===== config.mk =====
export PLATFORM = sky130hd
export DESIGN_NAME = shared_buffer_multi_stack_core
export DESIGN_NICKNAME = d
export VERILOG_FILES = /design/src/design/sbms_pkg.sv /design/src/design/shared_buffer_multi_stack_core.sv /design/src/design/sbms_ctrl.sv /design/src/design/sbms_dp.sv
export SDC_FILE = /design/constraint.sdc
export NUM_CORES = 2
export LEC_CHECK = 0
export ABC_AREA = 1
export BUFFER_PORTS_ARGS = -buffer_cell sky130_fd_sc_hd__buf_2
export CAP_MARGIN = 20
export CORE_MARGIN = 2
export CORE_UTILIZATION = 65
export DETAILED_ROUTE_END_ITERATION = 16
export PLACE_DENSITY = 0.8
export SLEW_MARGIN = 10
export SYNTH_ARGS = -nofsm -noshare
export SYNTH_HDL_FRONTEND = slang
export SYNTH_SLANG_ARGS = --single-unit

===== constraint.sdc =====
create_clock -name clk -period 7.3 [get_ports clk]
set_input_delay 2.19 -clock clk [delete_from_list [all_inputs] [get_ports clk]]
set_output_delay 2.19 -clock clk [all_outputs]
set_load 0.1 [all_outputs]

===== src/design/sbms_pkg.sv =====
// Shared constants, codes and controller/datapath interface types for the multi-stack store.
package sbms_pkg;

    localparam int CAPACITY   = 32;
    localparam int NUM_STACKS = 3;

    localparam int DATA_W    = 32;
    localparam int ID_W      = 3;
    localparam int OP_W      = 2;
    localparam int ST_W      = 2;
    localparam int LEN_OUT_W = 6;
    localparam int ADDR_W    = (CAPACITY > 1) ? $clog2(CAPACITY) : 1;
    localparam int CNT_W     = $clog2(CAPACITY + 1);
    localparam int LIDX_W    = (NUM_STACKS > 1) ? $clog2(NUM_STACKS) : 1;

    typedef enum logic [OP_W-1:0] {
        OP_PUSH = 2'd0,
        OP_POP  = 2'd1,
        OP_PEEK = 2'd2,
        OP_NOP  = 2'd3
    } op_t;

    typedef enum logic [ST_W-1:0] {
        ST_OK    = 2'd0,
        ST_EMPTY = 2'd1,
        ST_FULL  = 2'd2,
        ST_BADID = 2'd3
    } status_t;

    typedef enum logic [3:0] {
        S_IDLE,
        S_SUM,
        S_DECIDE,
        S_READ_TOP,
        S_WAIT_TOP,
        S_SHIFT_UP,
        S_SHIFT_DOWN,
        S_DRAIN,
        S_WRITE_VAL,
        S_FINISH
    } state_t;

    typedef struct packed {
        logic accept;
        logic sum_step;
        logic decide;
        logic top_read;
        logic top_capture;
        logic up_read;
        logic down_read;
        logic val_write;
        logic finish;
    } ctrl_cmd_t;

    typedef struct packed {
        op_t  op;
        logic sum_last;
        logic bad;
        logic full;
        logic empty;
        logic up_more;
        logic up_last;
        logic down_more;
        logic down_last;
        logic out_free;
    } dp_stat_t;

endpackage


===== src/design/shared_buffer_multi_stack_core.sv =====
// Top level of the multi-stack shared store: controller plus datapath.
//
//   channel   signals                                            direction
//   request   in_valid/in_ready, req_type, stack_id, push_value   in
//   result    out_valid/out_ready, read_value, status,            out
//             stack_length, stack_empty
//
// One request at a time: accept, sum the stack lengths, decide, then shift the
// entries that must move (up to CAPACITY - 1), then read, drain or write as
// needed, and finish.
// Reset clears all stack lengths; the store needs no clearing.
// A held result does not block the next request; only the finish of that
// next request waits for the result register to be taken.
module shared_buffer_multi_stack_core (
    input  logic                                clk,
    input  logic                                rst_n,
    input  logic                                in_valid,
    output logic                                in_ready,
    input  logic [sbms_pkg::OP_W-1:0]           req_type,
    input  logic [sbms_pkg::ID_W-1:0]           stack_id,
    input  logic signed [sbms_pkg::DATA_W-1:0]  push_value,
    output logic                                out_valid,
    input  logic                                out_ready,
    output logic signed [sbms_pkg::DATA_W-1:0]  read_value,
    output logic [sbms_pkg::ST_W-1:0]           status,
    output logic [sbms_pkg::LEN_OUT_W-1:0]      stack_length,
    output logic                                stack_empty
);
    import sbms_pkg::*;

    ctrl_cmd_t cmd;
    dp_stat_t  stat;

    sbms_ctrl u_ctrl (
        .clk      (clk),
        .rst_n    (rst_n),
        .in_valid (in_valid),
        .in_ready (in_ready),
        .stat     (stat),
        .cmd      (cmd)
    );

    sbms_dp u_dp (
        .clk          (clk),
        .rst_n        (rst_n),
        .cmd          (cmd),
        .stat         (stat),
        .req_type     (req_type),
        .stack_id     (stack_id),
        .push_value   (push_value),
        .out_valid    (out_valid),
        .out_ready    (out_ready),
        .read_value   (read_value),
        .status       (status),
        .stack_length (stack_length),
        .stack_empty  (stack_empty)
    );

endmodule


===== src/design/sbms_ctrl.sv =====
// Sequencing state machine for one request: sum lengths, read top, shift entries, write value, deliver result.
module sbms_ctrl (
    input  logic                clk,
    input  logic                rst_n,
    input  logic                in_valid,
    output logic                in_ready,
    input  sbms_pkg::dp_stat_t  stat,
    output sbms_pkg::ctrl_cmd_t cmd
);
    import sbms_pkg::*;

    state_t state_reg;
    state_t state_next;

    always_ff @(posedge clk or negedge rst_n)
    begin
        if (!rst_n)
        begin
            state_reg <= S_IDLE;
        end
        else
        begin
            state_reg <= state_next;
        end
    end

    always_comb
    begin
        state_next = state_reg;
        unique case (state_reg)
            S_IDLE:
            begin
                if (in_valid)
                begin
                    state_next = S_SUM;
                end
            end
            S_SUM:
            begin
                if (stat.sum_last)
                begin
                    state_next = S_DECIDE;
                end
            end
            S_DECIDE:
            begin
                priority if (stat.bad || stat.op == OP_NOP)
                begin
                    state_next = S_FINISH;
                end
                else if (stat.op == OP_PUSH)
                begin
                    priority if (stat.full)
                    begin
                        state_next = S_FINISH;
                    end
                    else if (stat.up_more)
                    begin
                        state_next = S_SHIFT_UP;
                    end
                    else
                    begin
                        state_next = S_WRITE_VAL;
                    end
                end
                else
                begin
                    state_next = stat.empty ? S_FINISH : S_READ_TOP;
                end
            end
            S_READ_TOP:
            begin
                state_next = S_WAIT_TOP;
            end
            S_WAIT_TOP:
            begin
                if (stat.op == OP_POP && stat.down_more)
                begin
                    state_next = S_SHIFT_DOWN;
                end
                else
                begin
                    state_next = S_FINISH;
                end
            end
            S_SHIFT_UP:
            begin
                if (stat.up_last)
                begin
                    state_next = S_DRAIN;
                end
            end
            S_SHIFT_DOWN:
            begin
                if (stat.down_last)
                begin
                    state_next = S_DRAIN;
                end
            end
            S_DRAIN:
            begin
                state_next = (stat.op == OP_PUSH) ? S_WRITE_VAL : S_FINISH;
            end
            S_WRITE_VAL:
            begin
                state_next = S_FINISH;
            end
            S_FINISH:
            begin
                if (stat.out_free)
                begin
                    state_next = S_IDLE;
                end
            end
            default:
            begin
                state_next = S_IDLE;
            end
        endcase
    end

    always_comb
    begin
        cmd      = '0;
        in_ready = 1'b0;
        unique case (state_reg)
            S_IDLE:
            begin
                in_ready   = 1'b1;
                cmd.accept = in_valid;
            end
            S_SUM:        cmd.sum_step    = 1'b1;
            S_DECIDE:     cmd.decide      = 1'b1;
            S_READ_TOP:   cmd.top_read    = 1'b1;
            S_WAIT_TOP:   cmd.top_capture = 1'b1;
            S_SHIFT_UP:   cmd.up_read     = 1'b1;
            S_SHIFT_DOWN: cmd.down_read   = 1'b1;
            S_DRAIN:      cmd             = '0;
            S_WRITE_VAL:  cmd.val_write   = 1'b1;
            S_FINISH:     cmd.finish      = stat.out_free;
            default:      cmd             = '0;
        endcase
    end

endmodule


===== src/design/sbms_dp.sv =====
// Datapath: shared store, stack lengths, shift pointers and result register.
module sbms_dp (
    input  logic                                clk,
    input  logic                                rst_n,
    input  sbms_pkg::ctrl_cmd_t                 cmd,
    output sbms_pkg::dp_stat_t                  stat,
    input  logic [sbms_pkg::OP_W-1:0]           req_type,
    input  logic [sbms_pkg::ID_W-1:0]           stack_id,
    input  logic signed [sbms_pkg::DATA_W-1:0]  push_value,
    output logic                                out_valid,
    input  logic                                out_ready,
    output logic signed [sbms_pkg::DATA_W-1:0]  read_value,
    output logic [sbms_pkg::ST_W-1:0]           status,
    output logic [sbms_pkg::LEN_OUT_W-1:0]      stack_length,
    output logic                                stack_empty
);
    import sbms_pkg::*;

    logic [DATA_W-1:0] mem [CAPACITY];

    logic [CNT_W-1:0]  len_reg [NUM_STACKS];

    op_t               op_reg;
    logic [ID_W-1:0]   id_reg;
    logic [DATA_W-1:0] val_reg;

    logic [LIDX_W-1:0] sidx_reg;
    logic [CNT_W-1:0]  total_reg;
    logic [CNT_W-1:0]  top_end_reg;
    logic [CNT_W-1:0]  own_len_reg;
    logic [CNT_W-1:0]  ptr_reg;
    status_t           st_reg;
    logic [DATA_W-1:0] rd_reg;

    logic [DATA_W-1:0] rdata_reg;
    logic              wp_reg;
    logic [ADDR_W-1:0] wa_reg;

    logic                     out_valid_reg;
    logic signed [DATA_W-1:0] read_value_reg;
    status_t                  status_reg;
    logic [LEN_OUT_W-1:0]     stack_length_reg;
    logic                     stack_empty_reg;

    logic [CNT_W-1:0]  sum_next;
    logic              bad;
    logic              full;
    logic              empty;
    logic              rd_en;
    logic [ADDR_W-1:0] ra;
    logic [ADDR_W-1:0] wa_next;
    logic [CNT_W-1:0]  new_len;
    logic              len_we;

    assign sum_next = total_reg + len_reg[sidx_reg];
    assign bad      = !({1'b0, id_reg} < (ID_W + 1)'(NUM_STACKS));
    assign full     = total_reg >= CNT_W'(CAPACITY);
    assign empty    = own_len_reg == '0;

    always_comb
    begin
        stat           = '0;
        stat.op        = op_reg;
        stat.sum_last  = sidx_reg == LIDX_W'(NUM_STACKS - 1);
        stat.bad       = bad;
        stat.full      = full;
        stat.empty     = empty;
        stat.up_more   = total_reg > top_end_reg;
        stat.up_last   = ptr_reg == top_end_reg + CNT_W'(1);
        stat.down_more = ptr_reg < total_reg;
        stat.down_last = ptr_reg + CNT_W'(1) == total_reg;
        stat.out_free  = !out_valid_reg || out_ready;
    end

    always_comb
    begin
        rd_en   = cmd.top_read || cmd.up_read || cmd.down_read;
        ra      = ADDR_W'(ptr_reg);
        wa_next = ADDR_W'(ptr_reg - CNT_W'(1));
        priority if (cmd.top_read)
        begin
            ra = ADDR_W'(top_end_reg - CNT_W'(1));
        end
        else if (cmd.up_read)
        begin
            ra      = ADDR_W'(ptr_reg - CNT_W'(1));
            wa_next = ADDR_W'(ptr_reg);
        end
        else
        begin
            ra = ADDR_W'(ptr_reg);
        end
    end

    always_ff @(posedge clk)
    begin
        if (wp_reg)
        begin
            mem[wa_reg] <= rdata_reg;
        end
        else if (cmd.val_write)
        begin
            mem[ADDR_W'(top_end_reg)] <= val_reg;
        end
        if (rd_en)
        begin
            rdata_reg <= mem[ra];
        end
    end

    always_ff @(posedge clk or negedge rst_n)
    begin
        if (!rst_n)
        begin
            wp_reg <= 1'b0;
        end
        else
        begin
            wp_reg <= cmd.up_read || cmd.down_read;
        end
    end

    always_ff @(posedge clk)
    begin
        if (cmd.up_read || cmd.down_read)
        begin
            wa_reg <= wa_next;
        end
    end

    always_comb
    begin
        new_len = own_len_reg;
        len_we  = 1'b0;
        if (st_reg == ST_OK && !bad)
        begin
            unique case (op_reg)
                OP_PUSH:
                begin
                    new_len = own_len_reg + CNT_W'(1);
                    len_we  = 1'b1;
                end
                OP_POP:
                begin
                    new_len = own_len_reg - CNT_W'(1);
                    len_we  = 1'b1;
                end
                OP_PEEK, OP_NOP:
                begin
                    new_len = own_len_reg;
                end
                default:
                begin
                    new_len = own_len_reg;
                end
            endcase
        end
        if (bad)
        begin
            new_len = '0;
        end
    end

    always_ff @(posedge clk or negedge rst_n)
    begin
        if (!rst_n)
        begin
            for (int i = 0; i < NUM_STACKS; i++)
            begin
                len_reg[i] <= '0;
            end
        end
        else if (cmd.finish && len_we)
        begin
            len_reg[id_reg[LIDX_W-1:0]] <= new_len;
        end
    end

    always_ff @(posedge clk)
    begin
        if (cmd.accept)
        begin
            op_reg      <= op_t'(req_type);
            id_reg      <= stack_id;
            val_reg     <= push_value;
            sidx_reg    <= '0;
            total_reg   <= '0;
            top_end_reg <= '0;
            own_len_reg <= '0;
            rd_reg      <= '0;
        end
        if (cmd.sum_step)
        begin
            total_reg <= sum_next;
            if (ID_W'(sidx_reg) == id_reg)
            begin
                top_end_reg <= sum_next;
                own_len_reg <= len_reg[sidx_reg];
            end
            if (!stat.sum_last)
            begin
                sidx_reg <= sidx_reg + LIDX_W'(1);
            end
        end
        if (cmd.decide)
        begin
            ptr_reg <= total_reg;
            priority if (bad)
            begin
                st_reg <= ST_BADID;
            end
            else if (op_reg == OP_PUSH)
            begin
                st_reg <= full ? ST_FULL : ST_OK;
            end
            else if (op_reg == OP_POP || op_reg == OP_PEEK)
            begin
                st_reg <= empty ? ST_EMPTY : ST_OK;
            end
            else
            begin
                st_reg <= ST_OK;
            end
        end
        if (cmd.top_read)
        begin
            ptr_reg <= top_end_reg;
        end
        if (cmd.top_capture)
        begin
            rd_reg <= rdata_reg;
        end
        if (cmd.up_read)
        begin
            ptr_reg <= ptr_reg - CNT_W'(1);
        end
        if (cmd.down_read)
        begin
            ptr_reg <= ptr_reg + CNT_W'(1);
        end
    end

    always_ff @(posedge clk or negedge rst_n)
    begin
        if (!rst_n)
        begin
            out_valid_reg <= 1'b0;
        end
        else if (cmd.finish)
        begin
            out_valid_reg <= 1'b1;
        end
        else if (out_ready)
        begin
            out_valid_reg <= 1'b0;
        end
    end

    always_ff @(posedge clk)
    begin
        if (cmd.finish)
        begin
            read_value_reg   <= rd_reg;
            status_reg       <= st_reg;
            stack_length_reg <= LEN_OUT_W'(new_len);
            stack_empty_reg  <= new_len == '0;
        end
    end

    assign out_valid    = out_valid_reg;
    assign read_value   = read_value_reg;
    assign status       = status_reg;
    assign stack_length = stack_length_reg;
    assign stack_empty  = stack_empty_reg;

endmodule


# Word-level counts from Yosys, hierarchy flattened

Memory sizes are Yosys's and may differ from the RTL's. A register that Yosys moved wholly into a read port is not among the register bits.
Cells that the tools add are included.

Input bits: 41
Bits in writable memories: 1024
Flip-flop bits (word level): 167
Memories kept: 1

Memories:

| name     | depth | width | rd ports | clocked after memory_dff | write ports | line          | text |
|---|---|---|---|---|---|---|---|
| u_dp.mem | 32    | 32    | 1        | 1                        | 1           | sbms_dp.sv:19 | `logic [DATA_W-1:0] mem [CAPACITY];` |

Add/subtract/negate cells: 8
Bitwise gates (word level): 2
Muxes and demuxes: 69
Reduce and logical (&&, ||, !) cells: 25
Equality and inequality tests: 21
Order comparisons: 7

Operators with widths:

| kind                | count |
|---|---|
| $mux 6              | 17 |
| $mux 32             | 3 |
| $mux 4              | 11 |
| $pmux 4 s10         | 1 |
| $reduce_or 32->1    | 1 |
| $mux 5              | 5 |
| $mux 1              | 22 |
| $add 6x1->6 const B | 3 |
| $bwmux 18           | 1 |
| $pmux 6 s3          | 1 |
| $eq 4x3->1 const B  | 4 |
| $bmux 6 s2          | 1 |
| $demux 6 s2         | 1 |
| $eq 6x6->1          | 2 |
| $logic_not 6->1     | 2 |
| $mux 2              | 6 |
| $sub 6x1->6 const B | 2 |
| $eq 4x2->1 const B  | 2 |
| $eq 4x4->1 const B  | 2 |
| $ne 2x2->1 const B  | 4 |
| $add 6x6->6         | 1 |
| $eq 2x2->1 const B  | 3 |
| $ge 3x3->1 const B  | 2 |
| $ge 6x6->1 const B  | 1 |
| 20 further kinds    | 34 |

# Longest topological paths before layout

Depth after elaboration: 7
Gate-level depth with buffers: 18

# Modules after synthesis

Synthesis repeated with hierarchy kept, for this count alone.

Cells, all modules: 4984
Area total of the unflattened synthesis: 53988.0 sq um

Modules (own cells, without submodules):

| module    | cells each | instances | seq. area each (sq um) | area an instance (sq um) |
|---|---|---|---|---|
| sbms_dp   | 4900       | 1         | 36364.9                | 53518.8 |
| sbms_ctrl | 84         | 1         | 100.1                  | 469.2 |

# Worst setup path after synthesis

OpenSTA, ideal clock, no wires.

Path type: input -> register
Start point: input out_ready
End point: register u_dp.read_value_reg[0], in the netlist u_dp.read_value[0], enable pin
Setup time: 439 ps
Setup slack: 2875 ps
Data arrival time: 3985 ps
Stages: 2
Buffers on the path: 0
Cell sequence: nor2_1 > nor2_1

RTL lines:

| what                 | line                                 | text |
|---|---|---|
| from (decl)          | shared_buffer_multi_stack_core.sv:23 | `input logic out_ready,` |
| to (signal assigned) | sbms_dp.sv:263                       | `read_value_reg <= rd_reg;` |
| to (decl)            | sbms_dp.sv:40                        | `logic signed [DATA_W-1:0] read_value_reg;` |

# Worst setup path in the final report

Start point: register u_ctrl.state_reg[0]
End point: memory u_dp.mem[27][7], enable pin

Longest elaborated chain between the ends: 7
Elaborated cells between the ends (all ways): 8
Classes of those cells: eq/ne (1); mux (6); reduce/logical (1)

RTL lines:

| what                                              | line             | text |
|---|---|---|
| from (decl)                                       | sbms_ctrl.sv:12  | `state_t state_reg;` |
| from (signal assigned)                            | sbms_ctrl.sv:23  | `state_reg <= state_next;` |
| $eq 4x4->1 (*)                                    | sbms_ctrl.sv:126 | `unique case (state_reg)` |
| $mux 1 (*)                                        | sbms_ctrl.sv:126 |  |
| $mux 1 (*)                                        | sbms_dp.sv:101   | `else if (cmd.val_write)` |
| $mux 1 (*)                                        | sbms_dp.sv:97    | `if (wp_reg)` |
| $mux 1 (implied by the code) (*)                  | sbms_dp.sv:103   | `mem[ADDR_W'(top_end_reg)] <= val_reg;` |
| $reduce_or 32->1 (no line)                        | -                |  |
| $mux 5 (no line) / $mux 1 (equally long branches) | -                |  |
| to (decl)                                         | sbms_dp.sv:19    |  |

Mark *: on every way between the ends. The rest lies on a longest branch, timed or not.

==> results.ini <==
[run_status]
run_status=finished clean

[global_route]
grt_start_max_net_pins=198
gr-usage-all-layers_pct=34.2
grt_pass1_vias=36500
grt_pass1_wl_um=219000
antenna_violations_before_repair=0
globalRoute.totalOverflow=0

[finish]
n_fill_cell=5320
registers.top_by_ff_count=u_dp.mem
design.final.nets=5031
post-route-util_pct=71.7
multi_input_logic_area_um2=13700
layout_common_cells=sky130_fd_sc_hd__nand2_1 (1224), sky130_fd_sc_hd__edfxtp_1 (1185), sky130_fd_sc_hd__nand3_1 (1134)
mostFrequentLayoutCell=sky130_fd_sc_hd__nand2_1
max_reg_flops=1024
area_growth_pct=9.42
layout.area.seq_um2=36500
share_of_cells_above_drive_strength_1_pct=8.19

[yosys]
synth-warning-count=0
ys_seq_elements=1223
netlist_instances=4965
async_flop_share_pct=1.96
mappedNetlistArea_um2=53700
synth_ff_type=sky130_fd_sc_hd__edfxtp_1
syn-num-nets=5034
synth_cell_types=48
synth-edff-count=1185
seq_area_frac_synth_pct=67.8
synth_area_per_cell_um2=10.8

[floorplanning]
dieArea_um2=85000
placeableCoreArea_um2=82000
floorplan.die.width_um=292
io_pins=84
rows=105
die_height_um=292
initial_utilization_pct=65.6

[clock_tree]
numCtsBuffers=118
cts.clk_slew.worst_paths_ps=60
h_tree_level_count=3
post_cts_hold_fix_bufs=0
numClockSinks=1223
clock_latency_ps=700
postCtsSetupRepairBufs=0
cts_tree=built
cts.repair.resized=0
cts_max_path_buffers=3
clock_tree.root_cell=sky130_fd_sc_hd__clkbuf_16

[critical_path]
cp_slowest_stage_delay_ps=730
timing.critical_path.arrival_ps=5090
cp.buffers_inverters=2
worst_setup_path_start_kind=register
critical_path.slowest_cell=sky130_fd_sc_hd__nor2_4
critical-path-top-delay-family=simple AND/OR/NAND/NOR gates
timing.critical_path.to_type=register
crit_fanout=49
timing.setup.critical_path_class=reg -> reg
critical_path_required_ps=7620
crit_cells=9
crit_path_cell_trace=nor2_1 -> nand2_1 -> nor2_4 -> buf_4 -> o21ai_0 -> nor2_1 -> nand2_1 -> nor2_4 -> buf_4
r2r.worst_path.cells=9

[drt]
ant_nets=0
drt_drc_violations_left=0
drt-initial-drc-count=6525
postRouteWirelength_um=147000
drtPass1Iterations=8
num_vias=38200
detail_route.vias_per_cell=6.24
avgRoutedWirePerCell_um=24.0

[hold_path]
hp-class=reg -> reg
hold_path_depth=0

[sta]
grt_setup_unrepaired=false
maxSlewHeadroom_pct=17.2
setup_violations=0
fin_tns_setup_ps=0
finalClockSkew_ps=27.8
maxClockFrequency_mhz=210
final-hold-violation-count=0
max_slew.worst_pin.slew_ps=1240
fin_crit_ps=4770
slew_violations=0
finalCritPeriodShare_pct=65.4

[run]
max-cap-violations=0

[placed_design]
port_buffers=83
dpl.hpwl_um=75900
gp_congestion=0.912

[power]
cellLeakagePower_nw=23.7
power_density_nw_per_um2=424
power.ir.vdd_worst_mv=0.411

==> per-layer routing <==
metal / vias to the layer above / GRT usage [%] / share of wire, %
met5: - / 0 / 0
met2: 2987 / 53.4 / 47
met4: 0 / 15.7 / 5.0
met3: 488 / 6.52 / 13
li1: 16800 / - / -
met1: 18000 / 47.3 / 35
==> through the flow <==
| step | setup slack, ps | area (µm²) | cells | total power [mW] | hold WS (ps) |
|---|---|---|---|---|---|
| after floorplan | 2880 | 53700 | 4965 | 16.1 | 400 |
| after global placement | 2880 | 54800 | 5895 | 18.4 | 401 |
| after detailed placement | 2800 | 55000 | 5905 | 18.8 | 405 |
| after CTS | 2670 | 58700 | 6120 | 24.6 | 416 |
| after global routing | 2340 | 58800 | 6127 | 26.0 | 427 |
| final | 2530 | 58800 | 6128 | 25.0 | 415 |
==> where the power goes <==
part / internal (mW) / leakage [nW] / switching [mW]
sequential: 9.27 / 11.2 / 0.240
clock: 3.28 / 1.78 / 2.58
combinational: 2.41 / 10.8 / 7.19
==> cells in the mapped netlist (3+ instances only) <==
cell | count | area [µm²]
sky130_fd_sc_hd__clkinv_1 | 3 | 11.3
sky130_fd_sc_hd__buf_1 | 25 | 93.8
sky130_fd_sc_hd__inv_1 | 612 | 2300
sky130_fd_sc_hd__xor2_1 | 17 | 149
sky130_fd_sc_hd__nor2_1 | 119 | 447
sky130_fd_sc_hd__a21oi_1 | 17 | 85.1
sky130_fd_sc_hd__clkbuf_1 | 37 | 139
sky130_fd_sc_hd__nand3b_1 | 130 | 976
sky130_fd_sc_hd__o211ai_1 | 3 | 22.5
sky130_fd_sc_hd__edfxtp_1 | 1185 | 35600
sky130_fd_sc_hd__buf_6 | 42 | 473
sky130_fd_sc_hd__inv_2 | 6 | 22.5
sky130_fd_sc_hd__o22ai_1 | 3 | 18.8
sky130_fd_sc_hd__dfxtp_1 | 14 | 280
sky130_fd_sc_hd__dfrtp_1 | 24 | 601
sky130_fd_sc_hd__nand3_1 | 1135 | 5680
sky130_fd_sc_hd__nor2_2 | 3 | 18.8
sky130_fd_sc_hd__nor3_1 | 7 | 35.0
sky130_fd_sc_hd__o31ai_1 | 5 | 37.5
sky130_fd_sc_hd__buf_4 | 10 | 75.1
sky130_fd_sc_hd__o21ai_0 | 88 | 440
sky130_fd_sc_hd__nand2_4 | 3 | 33.8
sky130_fd_sc_hd__ha_1 | 27 | 338
sky130_fd_sc_hd__xnor2_1 | 14 | 123
sky130_fd_sc_hd__buf_2 | 180 | 901
sky130_fd_sc_hd__nand2_1 | 1225 | 4600
sky130_fd_sc_hd__nand4_1 | 4 | 25.0
==> worst paths after layout <==
| check | start | endpoint | slack (ps) |
|---|---|---|---|
| worst max-delay path | u_ctrl.state_reg[0] | u_dp.mem[27][7] | 2530 |
| worst min-delay path | u_dp.rd_reg[16] | u_dp.read_value[16] | 410 |
| worst max register to register | u_ctrl.state_reg[0] | u_dp.mem[27][7] | 2530 |
| worst min register to register | u_dp.rd_reg[16] | u_dp.read_value[16] | 410 |
| max in group asynchronous | rst_n | u_ctrl.state_reg[3] | 5410 |
| min in group asynchronous | rst_n | u_dp.out_valid | 1490 |
==> kinds of logic after synthesis <==
logic type,Yosys count,synth area share [%]
AND/OR/NAND/NOR,2637,22.1
flip-flops,1223,67.8
buffers and inverters,918,7.57
AO/OA/AOI/OAI,128,1.29
XOR/XNOR,31,0.505
adder cells (fa/ha/maj),28,0.666
==> cell type report <==
cell class	instances	area share [%]
tap	1070	2.28
clock buffer	151	5.30
inverter	621	3.98
timing repair buffer	174	2.30
sequential	1223	62.0
multi-input combinational	2824	23.3
clock inverter	64	0.877
antenna	1	0.00426
Power figures use the tool's default switching activity.
